==> config.mk <==
export PLATFORM = sky130hd
export DESIGN_NAME = ordered_list_store_flat
export DESIGN_NICKNAME = d
export VERILOG_FILES = /design/src/rtl/ols_pkg.sv /design/src/rtl/ols_if.sv /design/src/rtl/ols_ram.sv /design/src/rtl/ols_ctrl.sv /design/src/rtl/ordered_list_store.sv /design/src/flat_wrapper.sv
export SDC_FILE = /design/constraint.sdc
export NUM_CORES = 1
export LEC_CHECK = 0
export ABC_AREA = 1
export BUFFER_PORTS_ARGS = -buffer_cell sky130_fd_sc_hd__buf_4
export CORE_MARGIN = 4
export CORE_UTILIZATION = 55
export DETAILED_ROUTE_END_ITERATION = 16
export HOLD_SLACK_MARGIN = 0.1
export PLACE_DENSITY = 0.77
export SYNTH_ARGS = -nofsm -noshare
export SYNTH_HDL_FRONTEND = slang
export SYNTH_SLANG_ARGS = --single-unit
==> constraint.sdc <==
create_clock -name clk -period 9.8 [get_ports clk]
set_input_delay 0.49 -clock clk [delete_from_list [all_inputs] [get_ports clk]]
set_output_delay 0.49 -clock clk [all_outputs]
set_load 0.01 [all_outputs]
==> src/rtl/ols_pkg.sv <==
// ----------------------------------------------------------------------------
// ols_pkg
// Shared constants, opcodes and types of the ordered list store.
// ----------------------------------------------------------------------------
package ols_pkg;

	// list capacity and derived widths
	localparam int DEPTH     = 16;
	localparam int IDX_W     = (DEPTH > 1) ? $clog2(DEPTH) : 1;
	localparam int CNT_W     = $clog2(DEPTH + 1);
	localparam int DATA_W    = 32;
	localparam int OP_W      = 3;
	localparam int POS_W     = 5;
	localparam int FIDX_W    = 4;
	localparam int COUNT_W   = 5;
	localparam int CMP_W     = (CNT_W > POS_W) ? CNT_W : POS_W;

	// opcodes
	localparam logic [OP_W-1:0] OP_APPEND = 3'd0;
	localparam logic [OP_W-1:0] OP_INSERT = 3'd1;
	localparam logic [OP_W-1:0] OP_REMOVE = 3'd2;
	localparam logic [OP_W-1:0] OP_READ   = 3'd3;
	localparam logic [OP_W-1:0] OP_FIND   = 3'd4;
	localparam logic [OP_W-1:0] OP_CLEAR  = 3'd5;

	// one result item
	typedef struct packed {
		logic                     ok;
		logic signed [DATA_W-1:0] read_data;
		logic [FIDX_W-1:0]        found_index;
		logic [COUNT_W-1:0]       count;
	} res_t;

	// access request from the sequencer to the entry memory
	typedef struct packed {
		logic              we;
		logic [IDX_W-1:0]  waddr;
		logic [DATA_W-1:0] wdata;
		logic [IDX_W-1:0]  raddr;
	} ram_req_t;

endpackage

==> src/rtl/ols_if.sv <==
// ----------------------------------------------------------------------------
// ols_if
// Valid/ready channels of the ordered list store: request and response.
// ----------------------------------------------------------------------------
interface ols_req_if;
	logic                                 valid;
	logic                                 ready;
	logic [ols_pkg::OP_W-1:0]             opcode;
	logic [ols_pkg::POS_W-1:0]            position;
	logic signed [ols_pkg::DATA_W-1:0]    value;

	modport source (output valid, output opcode, output position, output value, input ready);
	modport sink   (input valid, input opcode, input position, input value, output ready);
endinterface

interface ols_rsp_if;
	logic                                 valid;
	logic                                 ready;
	logic                                 ok;
	logic signed [ols_pkg::DATA_W-1:0]    read_data;
	logic [ols_pkg::FIDX_W-1:0]           found_index;
	logic [ols_pkg::COUNT_W-1:0]          count;

	modport source (output valid, output ok, output read_data, output found_index,
		output count, input ready);
	modport sink   (input valid, input ok, input read_data, input found_index,
		input count, output ready);
endinterface

==> src/rtl/ols_ram.sv <==
// ----------------------------------------------------------------------------
// ols_ram
// Simple dual-port synchronous RAM, one write and one registered read port.
// ----------------------------------------------------------------------------
module ols_ram #(
	parameter int WIDTH = 32,
	parameter int DEPTH = 16
) (
	input  logic                                     clk,
	input  logic                                     we,
	input  logic [((DEPTH > 1) ? $clog2(DEPTH) : 1)-1:0] waddr,
	input  logic [WIDTH-1:0]                         wdata,
	input  logic [((DEPTH > 1) ? $clog2(DEPTH) : 1)-1:0] raddr,
	output logic [WIDTH-1:0]                         rdata
);

	logic [WIDTH-1:0] mem [DEPTH];

	// write port
	always_ff @(posedge clk) begin
		if (we) begin
			mem[waddr] <= wdata;
		end
	end

	// registered read port
	always_ff @(posedge clk) begin
		rdata <= mem[raddr];
	end

endmodule

==> src/rtl/ols_ctrl.sv <==
// ----------------------------------------------------------------------------
// ols_ctrl
// Operation sequencer: decodes an item, walks the entry memory one entry per
// cycle for shifts and searches, keeps the count and the result register.
// ----------------------------------------------------------------------------
module ols_ctrl (
	input  logic                       clk,
	input  logic                       arst_n,
	ols_req_if.sink                    req,
	ols_rsp_if.source                  rsp,
	output ols_pkg::ram_req_t          ram,
	input  logic [ols_pkg::DATA_W-1:0] rdata
);

	typedef enum logic [2:0] {
		S_IDLE,
		S_DECODE,
		S_SHIFT_UP,
		S_PUT,
		S_SHIFT_DN,
		S_RDWAIT,
		S_SCAN,
		S_FINISH
	} state_t;

	localparam logic [ols_pkg::CNT_W-1:0] FULL = ols_pkg::CNT_W'(ols_pkg::DEPTH);
	localparam logic [ols_pkg::CNT_W-1:0] ONE  = ols_pkg::CNT_W'(1);
	localparam logic [ols_pkg::CNT_W-1:0] TWO  = ols_pkg::CNT_W'(2);

	state_t                         state_q, state_d;
	logic [ols_pkg::OP_W-1:0]       op_q;
	logic [ols_pkg::POS_W-1:0]      pos_q;
	logic [ols_pkg::DATA_W-1:0]     val_q;
	logic [ols_pkg::CNT_W-1:0]      cnt_q, cnt_d;
	logic [ols_pkg::CNT_W-1:0]      k_q, k_d;
	ols_pkg::res_t                  res_q, res_d;
	ols_pkg::res_t                  out_q, out_d;
	logic                           out_valid_q, out_valid_d;
	logic [ols_pkg::CMP_W-1:0]      pos_ext, cnt_ext, k_ext;

	assign pos_ext = ols_pkg::CMP_W'(pos_q);
	assign cnt_ext = ols_pkg::CMP_W'(cnt_q);
	assign k_ext   = ols_pkg::CMP_W'(k_q);

	// handshake and result ports
	assign req.ready       = (state_q == S_IDLE);
	assign rsp.valid       = out_valid_q;
	assign rsp.ok          = out_q.ok;
	assign rsp.read_data   = out_q.read_data;
	assign rsp.found_index = out_q.found_index;
	assign rsp.count       = out_q.count;

	// next state, memory accesses and result updates
	always_comb begin
		state_d     = state_q;
		cnt_d       = cnt_q;
		k_d         = k_q;
		res_d       = res_q;
		out_d       = out_q;
		out_valid_d = out_valid_q;
		ram         = '0;

		if (out_valid_q && rsp.ready) begin
			out_valid_d = 1'b0;
		end

		unique case (state_q)
			S_IDLE: begin
				if (req.valid) begin
					state_d = S_DECODE;
				end
			end
			S_DECODE: begin
				res_d   = '0;
				state_d = S_FINISH;
				unique case (op_q)
					ols_pkg::OP_APPEND: begin
						if (cnt_q < FULL) begin
							ram.we       = 1'b1;
							ram.waddr    = ols_pkg::IDX_W'(cnt_q);
							ram.wdata    = val_q;
							cnt_d        = cnt_q + ONE;
							res_d.ok     = 1'b1;
						end
					end
					ols_pkg::OP_INSERT: begin
						if (cnt_q < FULL && pos_ext <= cnt_ext) begin
							if (pos_ext == cnt_ext) begin
								ram.we    = 1'b1;
								ram.waddr = ols_pkg::IDX_W'(pos_q);
								ram.wdata = val_q;
								cnt_d     = cnt_q + ONE;
								res_d.ok  = 1'b1;
							end else begin
								ram.raddr = ols_pkg::IDX_W'(cnt_q - ONE);
								k_d       = cnt_q;
								state_d   = S_SHIFT_UP;
							end
						end
					end
					ols_pkg::OP_REMOVE: begin
						if (pos_ext < cnt_ext) begin
							if (pos_ext + ols_pkg::CMP_W'(1) == cnt_ext) begin
								cnt_d    = cnt_q - ONE;
								res_d.ok = 1'b1;
							end else begin
								ram.raddr = ols_pkg::IDX_W'(pos_q + ols_pkg::POS_W'(1));
								k_d       = ols_pkg::CNT_W'(pos_q);
								state_d   = S_SHIFT_DN;
							end
						end
					end
					ols_pkg::OP_READ: begin
						if (pos_ext < cnt_ext) begin
							ram.raddr = ols_pkg::IDX_W'(pos_q);
							state_d   = S_RDWAIT;
						end
					end
					ols_pkg::OP_FIND: begin
						if (cnt_q != '0) begin
							ram.raddr = '0;
							k_d       = '0;
							state_d   = S_SCAN;
						end
					end
					ols_pkg::OP_CLEAR: begin
						cnt_d    = '0;
						res_d.ok = 1'b1;
					end
					default: begin
					end
				endcase
			end
			// move entry k-1 up to k, walking down toward the insert point
			S_SHIFT_UP: begin
				ram.we    = 1'b1;
				ram.waddr = ols_pkg::IDX_W'(k_q);
				ram.wdata = rdata;
				if (k_ext == pos_ext + ols_pkg::CMP_W'(1)) begin
					state_d = S_PUT;
				end else begin
					ram.raddr = ols_pkg::IDX_W'(k_q - TWO);
					k_d       = k_q - ONE;
				end
			end
			S_PUT: begin
				ram.we    = 1'b1;
				ram.waddr = ols_pkg::IDX_W'(pos_q);
				ram.wdata = val_q;
				cnt_d     = cnt_q + ONE;
				res_d.ok  = 1'b1;
				state_d   = S_FINISH;
			end
			// move entry k+1 down to k, walking up to the tail
			S_SHIFT_DN: begin
				ram.we    = 1'b1;
				ram.waddr = ols_pkg::IDX_W'(k_q);
				ram.wdata = rdata;
				if (k_q + TWO == cnt_q) begin
					cnt_d    = cnt_q - ONE;
					res_d.ok = 1'b1;
					state_d  = S_FINISH;
				end else begin
					ram.raddr = ols_pkg::IDX_W'(k_q + TWO);
					k_d       = k_q + ONE;
				end
			end
			S_RDWAIT: begin
				res_d.read_data = rdata;
				res_d.ok        = 1'b1;
				state_d         = S_FINISH;
			end
			// linear search, first match wins
			S_SCAN: begin
				if (rdata == val_q) begin
					res_d.ok          = 1'b1;
					res_d.found_index = ols_pkg::FIDX_W'(k_q);
					state_d           = S_FINISH;
				end else if (k_q + ONE == cnt_q) begin
					state_d = S_FINISH;
				end else begin
					ram.raddr = ols_pkg::IDX_W'(k_q + ONE);
					k_d       = k_q + ONE;
				end
			end
			// hand the result to the output register once it is free
			S_FINISH: begin
				if (!out_valid_q || rsp.ready) begin
					out_d       = res_q;
					out_d.count = ols_pkg::COUNT_W'(cnt_q);
					out_valid_d = 1'b1;
					state_d     = S_IDLE;
				end
			end
			default: begin
				state_d = S_IDLE;
			end
		endcase
	end

	// state and registered outputs
	always_ff @(posedge clk or negedge arst_n) begin
		if (!arst_n) begin
			state_q     <= S_IDLE;
			cnt_q       <= '0;
			out_q       <= '0;
			out_valid_q <= 1'b0;
		end else begin
			state_q     <= state_d;
			cnt_q       <= cnt_d;
			out_q       <= out_d;
			out_valid_q <= out_valid_d;
		end
	end

	// payload registers
	always_ff @(posedge clk) begin
		if (state_q == S_IDLE && req.valid) begin
			op_q  <= req.opcode;
			pos_q <= req.position;
			val_q <= req.value;
		end
		k_q   <= k_d;
		res_q <= res_d;
	end

endmodule

==> src/rtl/ordered_list_store.sv <==
// ----------------------------------------------------------------------------
// ordered_list_store
// Fixed-capacity ordered list of signed 32-bit entries held in a RAM.
// ----------------------------------------------------------------------------
// The list keeps up to DEPTH entries in a single synchronous RAM with one
// write and one read port, and handles one item at a time. Every item gives
// exactly one response carrying ok, read data, found index and the count
// after the operation. The RAM moves one entry per cycle, so an insert or a
// remove shifts every entry behind its position, and a find reads entries in
// order until the first match or the end of the list. A finished response
// waits in an output register, so a new item is taken while the previous
// response is still pending.
module ordered_list_store (
	input  logic      clk,
	input  logic      arst_n,
	ols_req_if.sink   req,
	ols_rsp_if.source rsp
);

	ols_pkg::ram_req_t          ram;
	logic [ols_pkg::DATA_W-1:0] rdata;

	// sequencer
	ols_ctrl u_ctrl (
		.clk    (clk),
		.arst_n (arst_n),
		.req    (req),
		.rsp    (rsp),
		.ram    (ram),
		.rdata  (rdata)
	);

	// entry storage
	ols_ram #(
		.WIDTH (ols_pkg::DATA_W),
		.DEPTH (ols_pkg::DEPTH)
	) u_ram (
		.clk   (clk),
		.we    (ram.we),
		.waddr (ram.waddr),
		.wdata (ram.wdata),
		.raddr (ram.raddr),
		.rdata (rdata)
	);

endmodule

==> src/flat_wrapper.sv <==
// flat-port wrapper written by rule: the top's interface ports become plain ports
module ordered_list_store_flat 
  (clk, arst_n, req_valid, req_opcode, req_position, req_value, req_ready, rsp_valid, rsp_ok, rsp_read_data, rsp_found_index, rsp_count, rsp_ready);
  ols_req_if req_i ();
  ols_rsp_if rsp_i ();
  input  logic clk;
  input  logic arst_n;
  input wire logic [$bits(req_i.valid)-1:0] req_valid;
  input wire logic [$bits(req_i.opcode)-1:0] req_opcode;
  input wire logic [$bits(req_i.position)-1:0] req_position;
  input wire logic [$bits(req_i.value)-1:0] req_value;
  output wire logic [$bits(req_i.ready)-1:0] req_ready;
  output wire logic [$bits(rsp_i.valid)-1:0] rsp_valid;
  output wire logic [$bits(rsp_i.ok)-1:0] rsp_ok;
  output wire logic [$bits(rsp_i.read_data)-1:0] rsp_read_data;
  output wire logic [$bits(rsp_i.found_index)-1:0] rsp_found_index;
  output wire logic [$bits(rsp_i.count)-1:0] rsp_count;
  input wire logic [$bits(rsp_i.ready)-1:0] rsp_ready;
  assign req_i.valid = req_valid;
  assign req_i.opcode = req_opcode;
  assign req_i.position = req_position;
  assign req_i.value = req_value;
  assign req_ready = req_i.ready;
  assign rsp_valid = rsp_i.valid;
  assign rsp_ok = rsp_i.ok;
  assign rsp_read_data = rsp_i.read_data;
  assign rsp_found_index = rsp_i.found_index;
  assign rsp_count = rsp_i.count;
  assign rsp_i.ready = rsp_ready;
  ordered_list_store u_core (.clk(clk), .arst_n(arst_n), .req(req_i), .rsp(rsp_i));
endmodule
==> reports/results.ini, run 1 <==
[run_status]
status=finished, final reports clean

[placed_design]
gp_congestion=0.945
place_hpwl_um=39400
portBuffers=87

[sta]
slew_headroom=0.105
grt_setup_unrepaired=no
post-route-period-util=0.541
worstMarginPinSlew_ns=1.34
setup_tns_ns=0
holdWs_ns=0.222
setup_viol=0
skew_ns=0.0367
max_freq_mhz=189
drv_slew=0
final-hold-violation-count=0
finalCriticalPeriod_ns=5.30

[logic_synthesis]
synth-seq-cells=677
syn_area_per_cell_um2=11.2
syn_area_mm2=0.0286
synth-compound-area-share=0.0202
synth_edf_count=594
synth-xor-area-share=0.00888
synth_cells=2544
synth.area.top_cells=edfxtp_1, nand3_1, nand2_1, dfrtp_1, dfxtp_1
synth_cell_types=34
yosys.area_share.simple=0.217
ys_async_sr_fraction=0.0753
synth_top_family_by_area=simple AND/OR/NAND/NOR gates
synth-main-ff-cell=edfxtp_1
synth_fa_ha_area_frac=0.00569
synthMuxAreaShare=0.0146
yosysSeqAreaShare=0.691
yosysWarnings=0
synth_top_cell_area_share=0.624
yosys.area.top_type=edfxtp_1
synth_nets=2601

[layout]
final_cell_mix=nand3_1, nand2_1, edfxtp_1
syn2layout_area_growth_pct=13.3
diodes=0
final_nets=2682
layout.cells.most_common=nand3_1
drive_gt1_frac=0.111

[die]
die_w_um=236
dieArea_mm2=0.0557
io_pins=88
start_util=0.556
rows=83
die_h_um=236
core_mm2=0.0514

[worst_setup_path]
crit_arrival_ns=5.84
path_cells=nor2_4, inv_2, nor2_2, inv_2, nor3_2, nand2_4, nand2_4, buf_4, nand2_1, nand3_1, nand3_1, nand2_1, nand2_1, nand2_1
crit_fanout=98
cpMostUsedCell=nand2_1
end_kind=flop
cp.required_ns=10.33
crit_type=flop to flop
rr_startpoint=u_core.u_ctrl.state_q[1]$_DFFE_PN0P_
cp_slowest_cell=buf_4
critPathLaunchType=flop
startpoint=u_core.u_ctrl.state_q[1]$_DFFE_PN0P_
cpPeakStageDelay_ns=0.93

[clock_network]
htreeDepth=3
clkLatencyLatePin_ns=0.61
cts_num_sinks=677
post_cts_buffers=0
cts_tree=built
numCtsBuffers=66
cts_hold_buf=41
cts_resized=0
root_buffer=clkbuf_16
path_clk_slew_ns=0.06
clockBufferDepth=3

[flow_run]
cap_violations=0

[power]
pwr_density_cell_mw_per_mm2=386
ir_drop_uv=305
power_leakage_nw=12.4
p_total_w=0.0125

[global_route]
use_met2=0.423
gr-total-overflow=0
grt_pass1_vias=19600
grt_use_met1=0.343
grt.busiest_layer=met2
antenna_found_initial=2
grt_pass1_wl_um=112000
grt_max_degree=99
grt_util_met3=0.0405
gr-usage-all-layers=0.256

[route]
ant_nets=0
wl_um=72900
vias=20200
vias_per_cell=6.01
drt_pass1_iterations=8
routedWlPerCell_um=21.7
drc_errors=0
drt_iter0_markers=2702

[hold_path]
hold_start=rsp_ready
min_path_type=input pin to flop

## critical path: cells and delay by family (launching register included)
| family | cells | cell delay, ns |
|---|---|---|
| flip-flops | 1 | 0.44 |
| buffers and inverters | 3 | 1.19 |
| AND/OR/NAND/NOR | 11 | 3.46 |
## through the flow
step	instance area (um2)	instances	setup WS (ns)	util
2_1_floorplan	28600	2544	5.06	-
3_5_place_dp	29800	3196	4.63	0.580
4_1_cts	32400	3359	4.56	0.631
6_report	32400	3359	4.50	0.631
3_3_place_gp	29800	3196	4.75	0.580
5_1_grt	32400	3359	4.15	0.631
## path summary, 6_finish.rpt
kind                                                                     to  slack [ns]  depth (start not counted)
worst min register to register  u_core.u_ctrl.rsp.read_data[17]$_DFFE_PN0P_        0.47                          1
worst max-delay path                          u_core.u_ram.rdata[1]$_DFF_P_        4.50                         14
worst max register to register                u_core.u_ram.rdata[1]$_DFF_P_        4.50                         14
max in group asynchronous        u_core.u_ctrl.rsp.read_data[7]$_DFFE_PN0P_        8.85                          2
worst min-delay path                      u_core.u_ctrl.rsp.valid$_DFF_PN0_        0.22                          4
min in group asynchronous              u_core.u_ctrl.cnt_ext[3]$_DFFE_PN0P_        0.48                          2
## logic make-up after synthesis
logic type                 Yosys count
AOI/OAI and AO/OA                   95
xor gates and xnor gates            29
adders and majority gates           13
buffers and inverters              280
DFF                                677
muxes                               37
and+or+nand+nor                   1413
## final cells by class
type,instances,area (um2)
flip-flops and latches,677,19800
well taps,680,851
clock inverters,20,235
repair buffers,163,1330
multi-input cells,1587,7820
clock buffers,102,1940
fillers,3762,19000
inverters,130,489
## registers in the layout, summed over array words and instances, names as in the netlist
signal / cells
u_core.u_ctrl.state_q: 3
u_core.u_ram.rdata: 32
u_core.u_ctrl.val_q: 32
u_core.u_ctrl.pos_ext: 5
u_core.u_ctrl.cnt_ext: 5
u_core.u_ctrl.rsp.count: 5
u_core.u_ctrl.rsp.ok: 1
u_core.u_ctrl.res_q: 37
u_core.u_ctrl.k_ext: 5
u_core.u_ctrl.rsp.read_data: 32
u_core.u_ctrl.rsp.found_index: 4
u_core.u_ctrl.op_q: 3
u_core.u_ram.mem: 512
u_core.u_ctrl.rsp.valid: 1
## report_power, final
| group | total (W) | switching [W] | internal [W] |
|---|---|---|---|
| Combinational | 0.00533 | 0.00382 | 0.00150 |
| Sequential | 0.00465 | 0.000285 | 0.00437 |
| Clock | 0.00253 | 0.00105 | 0.00148 |
## Yosys cell counts, types with 13 or more instances
cell and n:
mux2_2 37, dfrtp_1 51, buf_2 123, inv_1 117
clkbuf_1 20, nor2_1 111, o21ai_0 21, xnor2_1 19
nand3_1 677, edfxtp_1 594, o22ai_1 47, ha_1 13
dfxtp_1 32, nand2_1 603
## layer usage
layer  part of all wire  vias up
met1               0.38     9602
li1                   -     9135
met4              0.035        0
met2               0.49     1255
met5                  0        -
met3               0.10      200
Power figures use the tool's default switching activity.
==> run 2: changes to the inputs <==
PLACE_DENSITY = 0.8   (was 0.77)
clock period = 4.6 ns   (was 9.8 ns; I/O delays follow)
==> reports/results.ini, run 2 (synthesis gave the netlist of run 1 again) <==
[layout]
reg_top3=u_core.u_ram.mem x512, u_core.u_ctrl.res_q x37
largest_reg_flops=512
diodes=0
final_cell_mix=nand3_1, nand2_1, edfxtp_1
syn2layout_area_growth_pct=14.7
layout.cells.most_common=nand3_1
nFillCells=3657
drive_gt1_frac=0.118
design_area_mm2=0.0328
regMostFlops=u_core.u_ram.mem
final_nets=2702

[worst_setup_path]
path_cells=inv_1, ha_1, nand2_1, nor2_1, nand2_1, nand3_1, nor2_1, nand2_1, nand2_1, inv_1, nand2_1, nand2_1, nand2_4, buf_4, nand3_1, nand3_1, nand2_1, nand2_1, nand2_1
crit_arrival_ns=4.38
crit_fanout=28
cpPeakStageDelay_ns=0.53
crit_type=flop to flop
critPathLaunchType=flop
cp.required_ns=5.07
end_kind=flop
cpMostUsedCell=nand2_1
cp_slowest_cell=dfrtp_1

[power]
ir_drop_uv=969
power_frac_comb=0.437
power_frac_clock=0.198
net-switching-power_w=0.0113
power_leakage_nw=12.6
power.internal_w=0.0159
swShare=0.416
p_seq_frac=0.365
pwr_density_cell_mw_per_mm2=827

[global_route]
antenna_found_initial=2
grt_pass1_wl_um=115000
gr-total-overflow=0
grt_max_degree=169
gr-usage-all-layers=0.266
grt_pass1_vias=20500

[clock_network]
path_clk_slew_ns=0.07
cts_resized=0
clockBufferDepth=3
cts_num_sinks=677
cts_tree=built
numCtsBuffers=67
clkLatencyLatePin_ns=0.61
htreeDepth=3
root_buffer=clkbuf_16

[flow_run]
cap_violations=0

[run_status]
status=finished, final reports clean

[placed_design]
placed_cell_area_mm2=0.0302
place_hpwl_um=40700
gp_congestion=0.920
portBuffers=87

[route]
drt_iter0_markers=2964
routedWlPerCell_um=22.4
drt_pass1_iterations=6
ant_nets=0
drc_errors=0
vias_per_cell=6.13
vias=20700
wl_um=75800

[sta]
post-route-period-util=0.849
finalCriticalPeriod_ns=3.90
drv_slew=0
setup_viol=0
skew_ns=0.0303
grt_setup_unrepaired=no
final-hold-violation-count=0
worstMarginPinSlew_ns=1.30
slew_headroom=0.136
setup_tns_ns=0
max_freq_mhz=256

[die]
rows=83
die_h_um=236
core_mm2=0.0514
io_pins=88
start_util=0.556
die_w_um=236
dieArea_mm2=0.0557

[hold_path]
min_path_type=input pin to flop

-- run 2: cell count changes in the layout (fill, tap and decap cells not counted), sizes merged --
cell	previous run	this run
bufinv	4	3
clkbuf	102	90
dlygate4sd3	41	42
buf	122	140
clkinvlp	1	2
inv	129	128
clkinv	16	31
-- run 2: routing by layer --
metal / share of wire / vias to the layer above / GRT usage
met5: 0.000092 / - / 0
met4: 0.040 / 2 / 0.123
met3: 0.11 / 241 / 0.0537
met2: 0.48 / 1394 / 0.432
met1: 0.37 / 9909 / 0.349
li1: - / 9161 / -
-- run 2: stage by stage --
step,power [W],hold WS [ns],std cells,worst slack [ns],util
final,0.0271,0.150,3380,0.695,0.638
after global routing,0.0286,0.237,3380,0.308,0.638
after CTS,0.0269,0.122,3380,0.742,0.638
after detailed placement,0.0215,0.332,3214,0.804,0.588
after global placement,0.0210,0.316,3214,0.825,0.588
after floorplan,0.0176,-0.0656,2544,0.219,-
-- run 2: layout make-up --
type | count | area (um2) | share of cell area
clock inverter | 34 | 278 | 0.00846
timing repair buffer | 182 | 1730 | 0.0528
clock buffer | 90 | 1890 | 0.0575
inverter | 130 | 488 | 0.0149
multi-input combinational | 1587 | 7820 | 0.238
sequential | 677 | 19800 | 0.602
tap | 680 | 851 | 0.0259
-- run 2: worst paths after layout --
kind	cells after the start	to	slack [ns]	start
hold / removal	5	u_core.u_ctrl.state_q[1]$_DFFE_PN0P_	0.15	req_valid
min in group asynchronous	2	u_core.u_ctrl.cnt_ext[0]$_DFFE_PN0P_	0.22	arst_n
setup / recovery	19	u_core.u_ram.rdata[11]$_DFF_P_	0.70	u_core.u_ctrl.cnt_ext[4]$_DFFE_PN0P_
hold reg to reg	1	u_core.u_ctrl.rsp.read_data[11]$_DFFE_PN0P_	0.48	u_core.u_ctrl.res_q[20]$_SDFFCE_PN0P_
max in group asynchronous	2	u_core.u_ctrl.rsp.read_data[14]$_DFFE_PN0P_	3.91	arst_n
setup reg to reg	19	u_core.u_ram.rdata[11]$_DFF_P_	0.70	u_core.u_ctrl.cnt_ext[4]$_DFFE_PN0P_
-- run 2: critical path: cells and delay by family (launching register included) --
family,cells,cell delay [ns]
and+or+nand+nor,15,2.13
buffers and inverters,3,0.73
DFF,1,0.53
adders and majority gates,1,0.35
-- run 2: power by group through the flow --
stage / Sequential, W / Clock [W] / Combinational, W
6_report: 0.00990 / 0.00537 / 0.0119
3_5_place_dp: 0.00998 / 0 / 0.0115
4_1_cts: 0.00987 / 0.00541 / 0.0117
3_3_place_gp: 0.00991 / 0 / 0.0111
5_1_grt: 0.0100 / 0.00566 / 0.0129
2_1_floorplan: 0.00989 / 0 / 0.00771
-- run 2: what timing repair did --
item / 4_1_cts / 5_1_grt
endpoints found under the setup margin: 0 / 0
setup buffers: 0 / 0
hold endpoints to repair: 93 / 0
hold buffers: 42 / 0
